$ cat config.mk
export PLATFORM = sky130hd
export DESIGN_NAME = gmfp_front
export DESIGN_NICKNAME = d
export VERILOG_FILES = /design/src/hw/rtl/grid_max_falling_path_sum_top_defines.svh /design/src/hw/rtl/gmfp_pkg.sv /design/src/hw/rtl/gmfp_front.sv
export SDC_FILE = /design/constraint.sdc
export NUM_CORES = 1
export LEC_CHECK = 0
export ABC_AREA = 1
export BUFFER_PORTS_ARGS = -buffer_cell sky130_fd_sc_hd__buf_2
export CORE_AREA = 2 2 73 75
export DETAILED_ROUTE_END_ITERATION = 8
export DIE_AREA = 0 0 75 77
export GPL_ROUTABILITY_DRIVEN = 1
export PLACE_DENSITY = 0.75
export RECOVER_POWER = 25
export SYNTH_ARGS = -nofsm -noshare
export SYNTH_HDL_FRONTEND = slang
export SYNTH_SLANG_ARGS = --single-unit
$ cat constraint.sdc
create_clock -name clk -period 2.4 [get_ports clk]
set_input_delay 0 -clock clk [delete_from_list [all_inputs] [get_ports clk]]
set_output_delay 0 -clock clk [all_outputs]
set_load 0.02 [all_outputs]
$ cat src/hw/rtl/grid_max_falling_path_sum_top_defines.svh
// Assertion macros for the falling path sum block.
`ifndef GRID_MAX_FALLING_PATH_SUM_TOP_DEFINES_SVH
`define GRID_MAX_FALLING_PATH_SUM_TOP_DEFINES_SVH

`ifndef SYNTHESIS
`define GMFP_ASSERT_NOW(name, cond) \
	name: assert property (@(posedge clk) disable iff (!arst_n) (cond)) \
		else $error("gmfp check failed: %m");
`define GMFP_ASSERT_NEXT(name, ante, cons) \
	name: assert property (@(posedge clk) disable iff (!arst_n) (ante) |=> (cons)) \
		else $error("gmfp check failed: %m");
`else
`define GMFP_ASSERT_NOW(name, cond)
`define GMFP_ASSERT_NEXT(name, ante, cons)
`endif

`endif

$ cat src/hw/rtl/gmfp_pkg.sv
package gmfp_pkg;

	localparam int CELL_W       = 16;
	localparam int SIZE_W       = 9;
	localparam int SUM_OUT_W    = 23;
	localparam int COL_OUT_W    = 9;
	localparam int DEF_MAX_SIZE = 256;
	localparam int QUEUE_DEPTH  = 4;

	typedef struct packed {
		logic signed [CELL_W-1:0] cell_val;
		logic [SIZE_W-1:0]        col;
		logic                     first_row;
		logic                     has_right;
		logic                     last_row;
		logic                     last_board;
	} item_t;

endpackage

$ cat src/hw/rtl/gmfp_front.sv
module gmfp_front #(
	parameter int MAX_SIZE = gmfp_pkg::DEF_MAX_SIZE
) (
	input  logic                                clk,
	input  logic                                arst_n,
	input  logic                                cfg_wr_en,
	input  logic [gmfp_pkg::SIZE_W-1:0]         cfg_wr_data,
	input  logic                                in_valid,
	output logic                                in_stall,
	input  logic signed [gmfp_pkg::CELL_W-1:0]  cell_value,
	input  logic                                full,
	output logic                                push,
	output gmfp_pkg::item_t                     push_item
);

	localparam int SW = gmfp_pkg::SIZE_W;

	logic [SW-1:0] size_q;
	logic [SW-1:0] col_q;
	logic [SW-1:0] row_q;
	logic [SW-1:0] n;
	logic [SW:0]   col_inc;
	logic [SW:0]   row_inc;
	logic          last_col;
	logic          last_row;

	always_comb begin
		if (size_q == '0) begin
			n = SW'(1);
		end else if (int'(size_q) > MAX_SIZE) begin
			n = SW'(MAX_SIZE);
		end else begin
			n = size_q;
		end
		col_inc  = {1'b0, col_q} + 1'b1;
		row_inc  = {1'b0, row_q} + 1'b1;
		last_col = (col_inc >= {1'b0, n});
		last_row = (row_inc >= {1'b0, n});
	end

	assign in_stall = full;
	assign push     = in_valid && !full;

	always_comb begin
		push_item.cell_val   = cell_value;
		push_item.col        = col_q;
		push_item.first_row  = (row_q == '0);
		push_item.has_right  = !last_col;
		push_item.last_row   = last_row;
		push_item.last_board = last_col && last_row;
	end

	always_ff @(posedge clk or negedge arst_n) begin
		if (!arst_n) begin
			size_q <= SW'(1);
			col_q  <= '0;
			row_q  <= '0;
		end else if (cfg_wr_en) begin
			size_q <= cfg_wr_data;
			col_q  <= '0;
			row_q  <= '0;
		end else if (push) begin
			if (last_col) begin
				col_q <= '0;
				row_q <= last_row ? '0 : row_inc[SW-1:0];
			end else begin
				col_q <= col_inc[SW-1:0];
			end
		end
	end

endmodule

==> flow_metrics.tcl <==
set metrics [dict create \
    ys_async_sr_fraction 1.000 \
    syn_area_sq_um 2308 \
    clock_sinks 27 \
    crit_path_cell_trace "nor4_2 > nand4_1 > inv_2 > nor2_4 > clkinv_4 > nand2_4 > ha_4 > a21oi_1 > o211ai_1 > buf_4 > a21oi_4 > nand4_4 > nand2_4 > nand2_2 > o21ai_2" \
    worstReg2RegEnd "row_q[2]" \
    nets 413 \
    wl_per_cell_um 15.03 \
    worst-path-stages 15 \
    drc_errors 0 \
    cts-root-buf "clkbuf_8" \
    synth-edff-count 0 \
    worstPathMaxFanout 6 \
    drive_gt1_frac 0.4242 \
    antenna_found_initial 0 \
    ys_warn_count 0 \
    grt_overflow_total 0 \
    p_sw_frac 0.4104 \
    vdd_drop_max_mv 0.3293 \
    slowest_delay_ns 0.41 \
    status "finished with violations" \
    cp_top_family "simple AND/OR/NAND/NOR gates" \
    numCtsBuffers 3 \
    synth_area_leaders "dfrtp_1 28%, ha_1 10%, nand2_1 9.6%" \
    min_from "cell_value[15]" \
    final_common_cell "nand2_1" \
    synthDistinctLibCells 36 \
    clock_latency_ns 0.28 \
    end_kind "flop" \
    grt_use_total 0.2211 \
    r2r_start "size_q[1]" \
    place_ws_ns -0.1774 \
    start_util 0.4638 \
    whs_path_depth 0 \
    criticalPathCategory "flop to flop" \
    dr.first_iter.drc_count 141 \
    cpMostUsedCell "nand2_4" \
    cts_buffer_depth 2 \
    cp_slowest_cell "dfrtp_1" \
    slew_viol_final 0 \
    grt_first_pass_wirelength_mm 10.03 \
    post-dp-hpwl_mm 4.007 \
    rows 26 \
    grt_max_degree 28 \
    synth-main-ff-cell "dfrtp_1" \
    reg2reg_depth 15 \
    cts_tree "built" \
    worst_slack_ns -0.2783 \
    synth_top_area_share 0.2818 \
    pwr-share-comb 0.505 \
    clk_pin_slew_ns 0.10 \
    ant_nets 0 \
    wl_mm 6.507 \
    fp.dieArea_sq_um 5775 \
    fp.dieH_um 77 \
    finalHoldViolCount 0 \
    htreeDepth 1 \
    power_frac_seq 0.329 \
    coreArea_sq_um 4977 \
    hold_path.class "input pin to output port" \
    clkPwrFrac 0.166 \
    cap_violations 0 \
    yosysSeqAreaShare 0.2932 \
    p_switching_mw 0.6795 \
    final_cell_mix "42 x nand2_1, 41 x inv_1, 33 x buf_4" \
    leakage_nw 1.607 \
    synth_largest_area_cell "dfrtp_1" \
    min_period_over_period 1.116 \
    first_pass_iters 4 \
    postSynthAreaPerCell_sq_um 7.544 \
    worst_pin_slew_ns 1.080 \
    p_per_area_nw_per_um2 532.5 \
    rsz0062_at_grt "yes" \
    finalClockSkew_ns 0.008431 \
    path_buf_inv 3 \
    antennaDiodeCount 0 \
    max_freq_ghz 0.3734 \
    gp_congestion 0.8569 \
    synthToLayoutAreaGrowth_pct 34.69 \
    fin_util 0.6247 \
    synthesis.nets 355 \
    grt_pass1_vias 2325 \
    port_buffers 28 \
    p_int_mw 0.9761 \
    period_minus_slack_ns 2.678 \
    worst_setup_path_start_kind "flop" \
    syn-instance-count 306 \
    via_per_inst 5.259 \
    slew_headroom 0.2797 \
    io_pins 61 \
    fill_cells 404 \
    setup_violations 21 \
    crit_required_ns 2.60 \
    min_to "push_item[28]" \
    ys_ff_latch 27 \
    arrival_ns 2.88 \
    dieWidth_um 75 \
    num_vias 2277 \
    r2r_slack_ns -0.28 \
    violations "setup timing" \
]
-- synthesized netlist by cell type, types with 4 or more instances --
cell type and number:
nand2_2 6, ha_1 19, nand2_1 59, inv_1 46, nor2_2 4, o21ai_1 4, a21oi_1 5, nand3_1 11
dfrtp_1 26, o21ai_0 10, nor3_1 5, o21ai_2 10, buf_4 18, nor2_1 18, nand4_1 24, xor2_1 8
-- cell type report --
| class | instances | area (sq um) | share of cell area |
|---|---|---|---|
| Clock buffer | 4 | 45.04 | 0.01449 |
| Multi-Input combinational cell | 206 | 1543 | 0.4962 |
| Inverter | 51 | 200.2 | 0.06439 |
| Tap cell | 70 | 87.58 | 0.02817 |
| Timing Repair Buffer | 75 | 551.8 | 0.1775 |
| Sequential cell | 27 | 681.9 | 0.2193 |
-- state kept, by name, summed over array words and instances (netlist names) --
name    count
row_q       9
size_q      9
col_q       9
-- metrics by stage --
stage / instance area, sq um / setup TNS, ns / total power, mW / hold WS (ns) / instances
floorplan: 2311 / 0 / 1.024 / -0.2956 / 306
global placement: 2509 / -0.09346 / 1.168 / 0.0001367 / 400
finish: 3109 / -4.505 / 1.656 / 0.000007045 / 433
global route: 3109 / -7.269 / 1.772 / 0.00003563 / 433
detailed placement: 2509 / -2.716 / 1.187 / 0.0001367 / 400
CTS: 2902 / -2.605 / 1.565 / 0.0001367 / 425
-- kinds of logic (layout without fill, tap and decap cells) --
kind of cell             count (synthesis)  in the layout  share of synthesized area
AND/OR/NAND/NOR                        138            141                     0.2997
adder cells (fa/ha/maj)                 19             19                     0.1030
flip-flops                              27             27                     0.2932
AO/OA/AOI/OAI                           38             38                     0.1079
buffers and inverters                   76            130                     0.1659
XOR/XNOR                                 8              8                    0.03035
-- metal layers --
metal | wire [um] | global-route usage | part of all wire
met1 | 2481 | 0.2583 | 0.38
met3 | 344 | 0.03811 | 0.053
met4 | 213 | 0.1000 | 0.033
met2 | 3467 | 0.3825 | 0.53
met5 | 0 | 0 | 0
-- repair_timing --
item	in CTS	in global routing
setup buffers	11	6
setup endpoints to repair	21	21
gates resized for setup	36	36
pin swaps	18	28
hold endpoints to repair	35	0
gates cloned	1	2
hold buffers	10	0
-- power groups by stage --
stage | registers [mW] | logic (mW) | clock network [mW]
floorplan | 0.568 | 0.456 | 0
CTS | 0.540 | 0.751 | 0.274
global route | 0.551 | 0.924 | 0.298
global placement | 0.541 | 0.627 | 0
detailed placement | 0.545 | 0.642 | 0
finish | 0.545 | 0.837 | 0.274
-- worst max-delay path by stage --
stage                   start            to  slack [ns]
global route        size_q[1]  push_item[0]       -0.41
floorplan            col_q[0]      row_q[1]        0.04
detailed placement  size_q[1]      row_q[3]       -0.18
finish              size_q[1]      row_q[2]       -0.28
global placement    size_q[0]      row_q[0]       -0.01
CTS                 size_q[1]  push_item[0]       -0.19
Note: power is estimated with default switching activity, not from simulation.
