<file path="config.mk">
export PLATFORM = sky130hd
export DESIGN_NAME = gmfp_queue
export DESIGN_NICKNAME = d
export VERILOG_FILES = /design/src/hw/rtl/grid_max_falling_path_sum_top_defines.svh /design/src/hw/rtl/gmfp_pkg.sv /design/src/hw/rtl/gmfp_queue.sv
export SDC_FILE = /design/constraint.sdc
export NUM_CORES = 1
export LEC_CHECK = 0
export ABC_AREA = 1
export BUFFER_PORTS_ARGS = -buffer_cell sky130_fd_sc_hd__buf_2
export CAP_MARGIN = 20
export CORE_MARGIN = 2
export CORE_UTILIZATION = 55
export CTS_BUF_LIST = sky130_fd_sc_hd__clkbuf_4
export DETAILED_ROUTE_END_ITERATION = 12
export GPL_TIMING_DRIVEN = 0
export PLACE_DENSITY = 0.88
export SETUP_SLACK_MARGIN = 0.2
export SLEW_MARGIN = 20
export SYNTH_ARGS = -nofsm -noshare
export SYNTH_HDL_FRONTEND = slang
export SYNTH_SLANG_ARGS = --single-unit
</file>
<file path="constraint.sdc">
create_clock -name clk -period 2.17 [get_ports clk]
set_clock_uncertainty 0.1 [all_clocks]
set_input_delay 0.434 -clock clk [delete_from_list [all_inputs] [get_ports clk]]
set_output_delay 0.434 -clock clk [all_outputs]
set_load 0.1 [all_outputs]
</file>
<file path="src/hw/rtl/grid_max_falling_path_sum_top_defines.svh">
// Assertion macros for the falling path sum block.
`ifndef GRID_MAX_FALLING_PATH_SUM_TOP_DEFINES_SVH
`define GRID_MAX_FALLING_PATH_SUM_TOP_DEFINES_SVH

`ifndef SYNTHESIS
`define GMFP_ASSERT_NOW(name, cond) \
	name: assert property (@(posedge clk) disable iff (!arst_n) (cond)) \
		else $error("gmfp check failed: %m");
`define GMFP_ASSERT_NEXT(name, ante, cons) \
	name: assert property (@(posedge clk) disable iff (!arst_n) (ante) |=> (cons)) \
		else $error("gmfp check failed: %m");
`else
`define GMFP_ASSERT_NOW(name, cond)
`define GMFP_ASSERT_NEXT(name, ante, cons)
`endif

`endif

</file>
<file path="src/hw/rtl/gmfp_pkg.sv">
package gmfp_pkg;

	localparam int CELL_W       = 16;
	localparam int SIZE_W       = 9;
	localparam int SUM_OUT_W    = 23;
	localparam int COL_OUT_W    = 9;
	localparam int DEF_MAX_SIZE = 256;
	localparam int QUEUE_DEPTH  = 4;

	typedef struct packed {
		logic signed [CELL_W-1:0] cell_val;
		logic [SIZE_W-1:0]        col;
		logic                     first_row;
		logic                     has_right;
		logic                     last_row;
		logic                     last_board;
	} item_t;

endpackage

</file>
<file path="src/hw/rtl/gmfp_queue.sv">
module gmfp_queue #(
	parameter int DEPTH = 4
) (
	input  logic           clk,
	input  logic           arst_n,
	input  logic           push,
	input  gmfp_pkg::item_t push_item,
	output logic           full,
	input  logic           pop,
	output logic           valid,
	output gmfp_pkg::item_t head
);

	localparam int PW = (DEPTH > 1) ? $clog2(DEPTH) : 1;

	gmfp_pkg::item_t  mem_q [DEPTH];
	logic [PW-1:0]    wr_ptr_q;
	logic [PW-1:0]    rd_ptr_q;
	logic [PW:0]      count_q;

	assign full  = (count_q == (PW+1)'(DEPTH));
	assign valid = (count_q != '0);
	assign head  = mem_q[rd_ptr_q];

	always_ff @(posedge clk) begin
		if (push) begin
			mem_q[wr_ptr_q] <= push_item;
		end
	end

	always_ff @(posedge clk or negedge arst_n) begin
		if (!arst_n) begin
			wr_ptr_q <= '0;
			rd_ptr_q <= '0;
			count_q  <= '0;
		end else begin
			if (push) begin
				wr_ptr_q <= (wr_ptr_q == PW'(DEPTH - 1)) ? '0 : wr_ptr_q + 1'b1;
			end
			if (pop) begin
				rd_ptr_q <= (rd_ptr_q == PW'(DEPTH - 1)) ? '0 : rd_ptr_q + 1'b1;
			end
			if (push && !pop) begin
				count_q <= count_q + 1'b1;
			end else if (pop && !push) begin
				count_q <= count_q - 1'b1;
			end
		end
	end

endmodule

</file>
==> results of run 1 <==
## path summary, 6_finish.rpt
kind | cells after the start | slack, ns | end
max | 5 | -0.21 | head[2]
min | 1 | 0.04 | mem_q[1][19]$_DFFE_PP_
max reg2reg | 4 | 0.40 | mem_q[1][2]$_DFFE_PP_
min reg2reg | 2 | 0.42 | count_q[2]$_DFFE_PN0P_
max in group asynchronous | 2 | 1.63 | count_q[0]$_DFFE_PN0P_
min in group asynchronous | 2 | 0.17 | rd_ptr_q[0]$_DFFE_PN0P_
## flip-flops by register name (all words and copies together) (netlist names)
signal	count
count_q	3
mem_q	116
rd_ptr_q	2
wr_ptr_q	2
## worst max-delay path: cells and delay by family, from the launching register on
kind            cells  cell delay, ns
simple gates        1            0.12
flops               1            0.45
buf+inv             3            0.51
compound gates      1            0.25
## layout by cell type, fill, tap and decap left out, types with 2 or more instances in the layout
master	instances
buf_12	33
buf_2	33
buf_4	9
buf_6	7
buf_8	2
clkbuf_4	18
clkinv_2	2
clkinv_4	4
clkinvlp_4	4
dfrtp_1	4
dfrtp_2	3
dlygate4sd3_1	29
edfxtp_1	116
ha_1	6
inv_1	64
inv_2	6
inv_6	5
nand2_1	73
nand2_2	29
nor2_1	2
o211ai_1	29
o211ai_2	29
o21ai_0	2
o21ai_1	2
## metrics by stage
step	cell area [um2]	util
2_1_floorplan	5240	-
3_3_place_gp	5694	0.6221
3_5_place_dp	5694	0.6221
4_1_cts	6793	0.7422
5_1_grt	6874	0.7511
6_report	6874	0.7511
## layer usage
metal | vias to the layer above | wire (um)
li1 | 1594 | -
met1 | 1702 | 4486
met2 | 116 | 6126
met3 | 19 | 581
met4 | 0 | 214
met5 | - | 0
## cell families (layout without fill, tap and decap cells)
| kind of cell | Yosys count | in the layout | synth area share |
|---|---|---|---|
| compound gates | 63 | 63 | 0.1174 |
| flops | 123 | 123 | 0.7095 |
| xor+xnor | 1 | 1 | 0.001699 |
| simple gates | 107 | 107 | 0.07886 |
| buf+inv | 89 | 219 | 0.07401 |
| fa+ha+maj | 7 | 7 | 0.01844 |
## cell type report
class | count | area share
inverters | 71 | 0.03913
well taps | 111 | 0.02020
repair buffers | 97 | 0.1622
clock inverters | 15 | 0.02057
repair inverters | 1 | 0.001092
plain buffers | 18 | 0.03094
clock buffers | 17 | 0.01857
multi-input cells | 178 | 0.1746
flip-flops and latches | 123 | 0.5328
## what timing repair did
action	CTS	global route
hold buffers	24	5
endpoints found under the hold margin	90	15
buffers inserted	3	1
endpoints found under the setup margin	31	31
pin swaps	4	6
gates cloned	2	0
gates resized for setup	150	8
==> metrics.yaml, run 1 <==
status: "complete, but fails checks"
violations: "negative setup slack"
synth_top_area_cell: "edfxtp_1"
fin_crit_sh: 1.099
drt_iter0_drc: 208
synth_cells: 390
crit_required_ns: 1.64
worst_slew_pin_slew_ns: 0.7713
grt_max_degree: 30
fp.dieW_um: 100.8
endpoint_kind: "primary output"
whs_ns: 0.03545
synth_seq_area_share: 0.7095
n_fill_cell: 530
core-area_mm2: 0.009153
fin_ws_ns: -0.2141
avgViaCountPerCell: 5.437
wl_per_cell_um: 18.08
grtUsageTotal: 0.2450
post-synth-top-count-cell: "edfxtp_1"
finalNetCount: 547
hp-class: "in -> reg"
synth_seq_cells: 123
routed_wirelength_um: 11410
hold_violations: 0
cts.clk_slew.worst_paths_ns: 0.12
globalRouteMet3Util: 0.07143
final-instance-count-excl-fill: 631
grt_pass1_vias: 3660
portBuffers: 63
startpoint_type: "register"
pre_cts_ws_ns: -0.04388
maxCapViolations: 0
die_area_mm2: 0.01017
min_period_ns: 2.384
grtUsageMet1: 0.2822
num_vias: 3431
slowest_stage: "dfrtp_2"
gp_congestion: 0.7406
synth_edf_count: 116
start_util: 0.5634
synthTopCellsByArea: "edfxtp_1, nand2_1, o211ai_2, inv_1, o211ai_1"
synth.top_cell.area_share: 0.6756
max-slew-margin-rel: 0.4850
antenna_found_initial: 0
crit_fanout: 10
synthFlopType: "edfxtp_1"
critPathLaunch: "rd_ptr_q[0]$_DFFE_PN0P_"
io_pins: 64
cts_tree: "yes"
grt_remaining_overflow: 0
synth_warnings: 0
critPathKind: "reg -> out"
drive_above_1_share: 0.3615
synthArstFlopShare: 0.05691
place_inst: 564
slowest_delay_ns: 0.45
clk_latency_ns: 0.51
grt_pass1_wl_um: 17930
antennaDiodeCount: 0
rsz0062_at_grt: "yes"
hp-start: "push_item[19]"
cts_buffers: 17
syn_nets: 430
busiest_layer: "met2"
rows: 35
crit-reg2reg-launch: "wr_ptr_q[1]$_DFFE_PN0P_"
die_h_um: 100.8
synth_commonest_cells: "edfxtp_1, nand2_1, inv_1"
maxSlewViolCount: 0
clockRootBuffer: "clkbuf_4"
cts.sinks: 123
syn_to_final_growth_pct: 33.32
multi_input_area_mm2: 0.001200
drc: 0
cts-htree-levels: 4
clockBufferDepth: 2
syn_area_per_cell_um2: 13.22
grt_use_met2: 0.4303
setup_viol: 29
dp_hpwl_um: 6380
finalSetupTns_ns: -5.048
max_clock_freq_ghz: 0.4195
worstPathArrival_ns: 1.85
cp_cell_sequence: "clkinvlp_4, buf_8, o211ai_1, nand2_2, buf_12"
syn-cell-area_mm2: 0.005156
area.sequential_mm2: 0.003662
first_pass_iters: 4
ant_nets: 0
synth_cell_types: 22
Power of run 1 is left out: the tool's default activity adds up to more than one toggle a clock period on the data nets, which glitch-free logic cannot reach.
==> run 2, diff against run 1 <==
- BUFFER_PORTS_ARGS: -buffer_cell sky130_fd_sc_hd__buf_2 -> unset
- DONT_BUFFER_PORTS: unset -> 1
- PLACE_DENSITY: 0.88 -> 0.82
==> run 2 against run 1 <==
  * The run still ends with negative setup slack left
  * Critical path depth stayed put
  * Critical path type unchanged
  * Die area stayed put
  * Maximum frequency is 1.3% higher
  * Count of clock-buffer cells in the layout stayed put
  * Critical endpoint is now head[7]
  * Via count is 9.1% lower
  * Cell count is 9.0% lower
==> metrics.yaml, run 2 (synthesized netlist as in run 1, its figures left out) <==
n_fill_cell: 611  # +15%
die_area_mm2: 0.01017  # unchanged
antennaDiodeCount: 0  # unchanged
ant_nets: 0  # unchanged
io_pins: 64  # unchanged
largest_register: "mem_q"
worst_slew_pin_slew_ns: 0.9840  # +0.2127 ns
wl_per_cell_um: 19.00  # +5.1%
cts.clk_slew.worst_paths_ns: 0.12  # about the same
core-area_mm2: 0.009153  # unchanged
drive_above_1_share: 0.2808  # -0.08076
finalSetupTns_ns: -4.672  # +0.3760 ns
min_period_ns: 2.354  # -0.03012 ns
setup_viol: 30  # +3.4%
fp.dieW_um: 100.8  # unchanged
maxCapViolations: 0  # unchanged
start_util: 0.5634  # unchanged
die_h_um: 100.8  # unchanged
drc: 0  # unchanged
routed_wirelength_um: 10910  # -4.4%
endpoint_kind: "primary output"
drt_iter0_drc: 166  # -20%
cts_tree: "yes"
whs_ns: 0.1000  # +0.06459 ns
top_regs: "mem_q x116, count_q x3"
clk_latency_ns: 0.50  # about the same
clockBufferDepth: 2  # unchanged
rsz0062_at_grt: "yes"
gp_congestion: 0.7410  # about the same
r2r_cells: 4  # unchanged
hold_depth: 2  # +1
place_inst: 501  # -11%
mostFrequentLayoutCells: "edfxtp_1, nand2_1, inv_1"
violations: "negative setup slack"
status: "complete, but fails checks"
dp_hpwl_um: 6044  # -5.3%
critPathKind: "reg -> out"
maxSlewViolCount: 0  # unchanged
grtUsageTotal: 0.2317  # -0.01328
grt_remaining_overflow: 0  # unchanged
startpoint_type: "register"
antenna_found_initial: 0  # unchanged
portBuffers: 0  # -100%
num_vias: 3118  # -9.1%
hp-class: "in -> reg"
cts-htree-levels: 4  # unchanged
cts_buffers: 17  # unchanged
hold_violations: 0  # unchanged
cts.sinks: 123  # unchanged
avgViaCountPerCell: 5.432  # about the same
finalNetCount: 490  # -10%
grt_pass1_vias: 3362  # -8.1%
crit_fanout: 10  # unchanged
crit_required_ns: 1.64  # about the same
fin_crit_sh: 1.085  # -0.01388
grt_max_degree: 30  # unchanged
largest_register_ff_count: 116  # unchanged
syn_to_final_growth_pct: 23.66
layout_commonest_cell: "edfxtp_1"
grt_pass1_wl_um: 17110  # -4.6%
rows: 35  # unchanged
clockRootBuffer: "clkbuf_4"
worstPathArrival_ns: 1.82  # -0.03 ns
max_clock_freq_ghz: 0.4248  # +1.3%
fin_ws_ns: -0.1839  # +0.03012 ns
final-instance-count-excl-fill: 574  # -9.0%
max-slew-margin-rel: 0.3419  # -0.1432
first_pass_iters: 4  # unchanged
[run 2: changes by cell type in the layout (fill, tap and decap cells not counted), moves of 2 or more]
| cell | delta |
|---|---|
| buf_12 | -29 |
| buf_2 | -32 |
| buf_4 | +4 |
| buf_6 | -4 |
| bufinv_16 | +2 |
| dlygate4sd3_1 | +4 |
| nand2_2 | -29 |
| nand2_4 | +29 |
[run 2: final timing paths]
kind,endpoint,slack [ns],from
max,head[7],-0.18,rd_ptr_q[0]$_DFFE_PN0P_
min,count_q[0]$_DFFE_PN0P_,0.10,push
max reg2reg,mem_q[0][26]$_DFFE_PP_,0.36,wr_ptr_q[0]$_DFFE_PN0P_
min reg2reg,wr_ptr_q[0]$_DFFE_PN0P_,0.47,wr_ptr_q[0]$_DFFE_PN0P_
max in group asynchronous,rd_ptr_q[1]$_DFFE_PN0P_,1.55,arst_n
min in group asynchronous,wr_ptr_q[0]$_DFFE_PN0P_,0.15,arst_n
[run 2: repair_timing]
| action | in CTS | in global routing |
|---|---|---|
| cloned | 3 | 0 |
| setup endpoints to repair | 31 | 31 |
| hold buffers | 32 | 1 |
| setup buffers | 4 | 1 |
| endpoints found under the hold margin | 127 | 1 |
| gates resized for setup | 63 | 5 |
| pin swaps | 21 | 12 |
[run 2: cell type report]
cell class              instances  area (um2)  area share
plain buffers                  18       195.2     0.03061
clock buffers                  17       127.6     0.02002
clock inverters                15       187.7     0.02943
inverters                      71       271.5     0.04258
multi-input cells             178        1369      0.2147
flip-flops and latches        123        3664      0.5746
well taps                     111       138.9     0.02178
repair buffers                 40       415.4     0.06515
repair inverters                1       7.507    0.001177
[run 2: layer usage]
layer	routed length (um)	global-route usage	vias up	share of wire
met3	660	0.08114	16	0.061
li1	-	-	1472	-
met1	4193	0.2682	1526	0.38
met2	5898	0.3995	104	0.54
met4	153	0.08325	0	0.014
met5	0	0	-	0
[run 2: stage by stage]
step | utilization | instance area [um2] | setup slack, ns
2_1_floorplan | - | 5240 | 0.3447
3_3_place_gp | 0.5877 | 5379 | 0.01967
3_5_place_dp | 0.5877 | 5379 | 0.01740
4_1_cts | 0.6927 | 6340 | -0.2213
5_1_grt | 0.6967 | 6376 | -0.2954
6_report | 0.6967 | 6376 | -0.1839
[run 2: worst max-delay path, stage by stage (launching register included)]
cell and delay (ns):
dfrtp_2 0.47, clkinvlp_4 0.15, buf_4 0.21, nand2_1 0.08, o211ai_1 0.13, nand2_4 0.28
Power of run 2 is left out for the same reason.
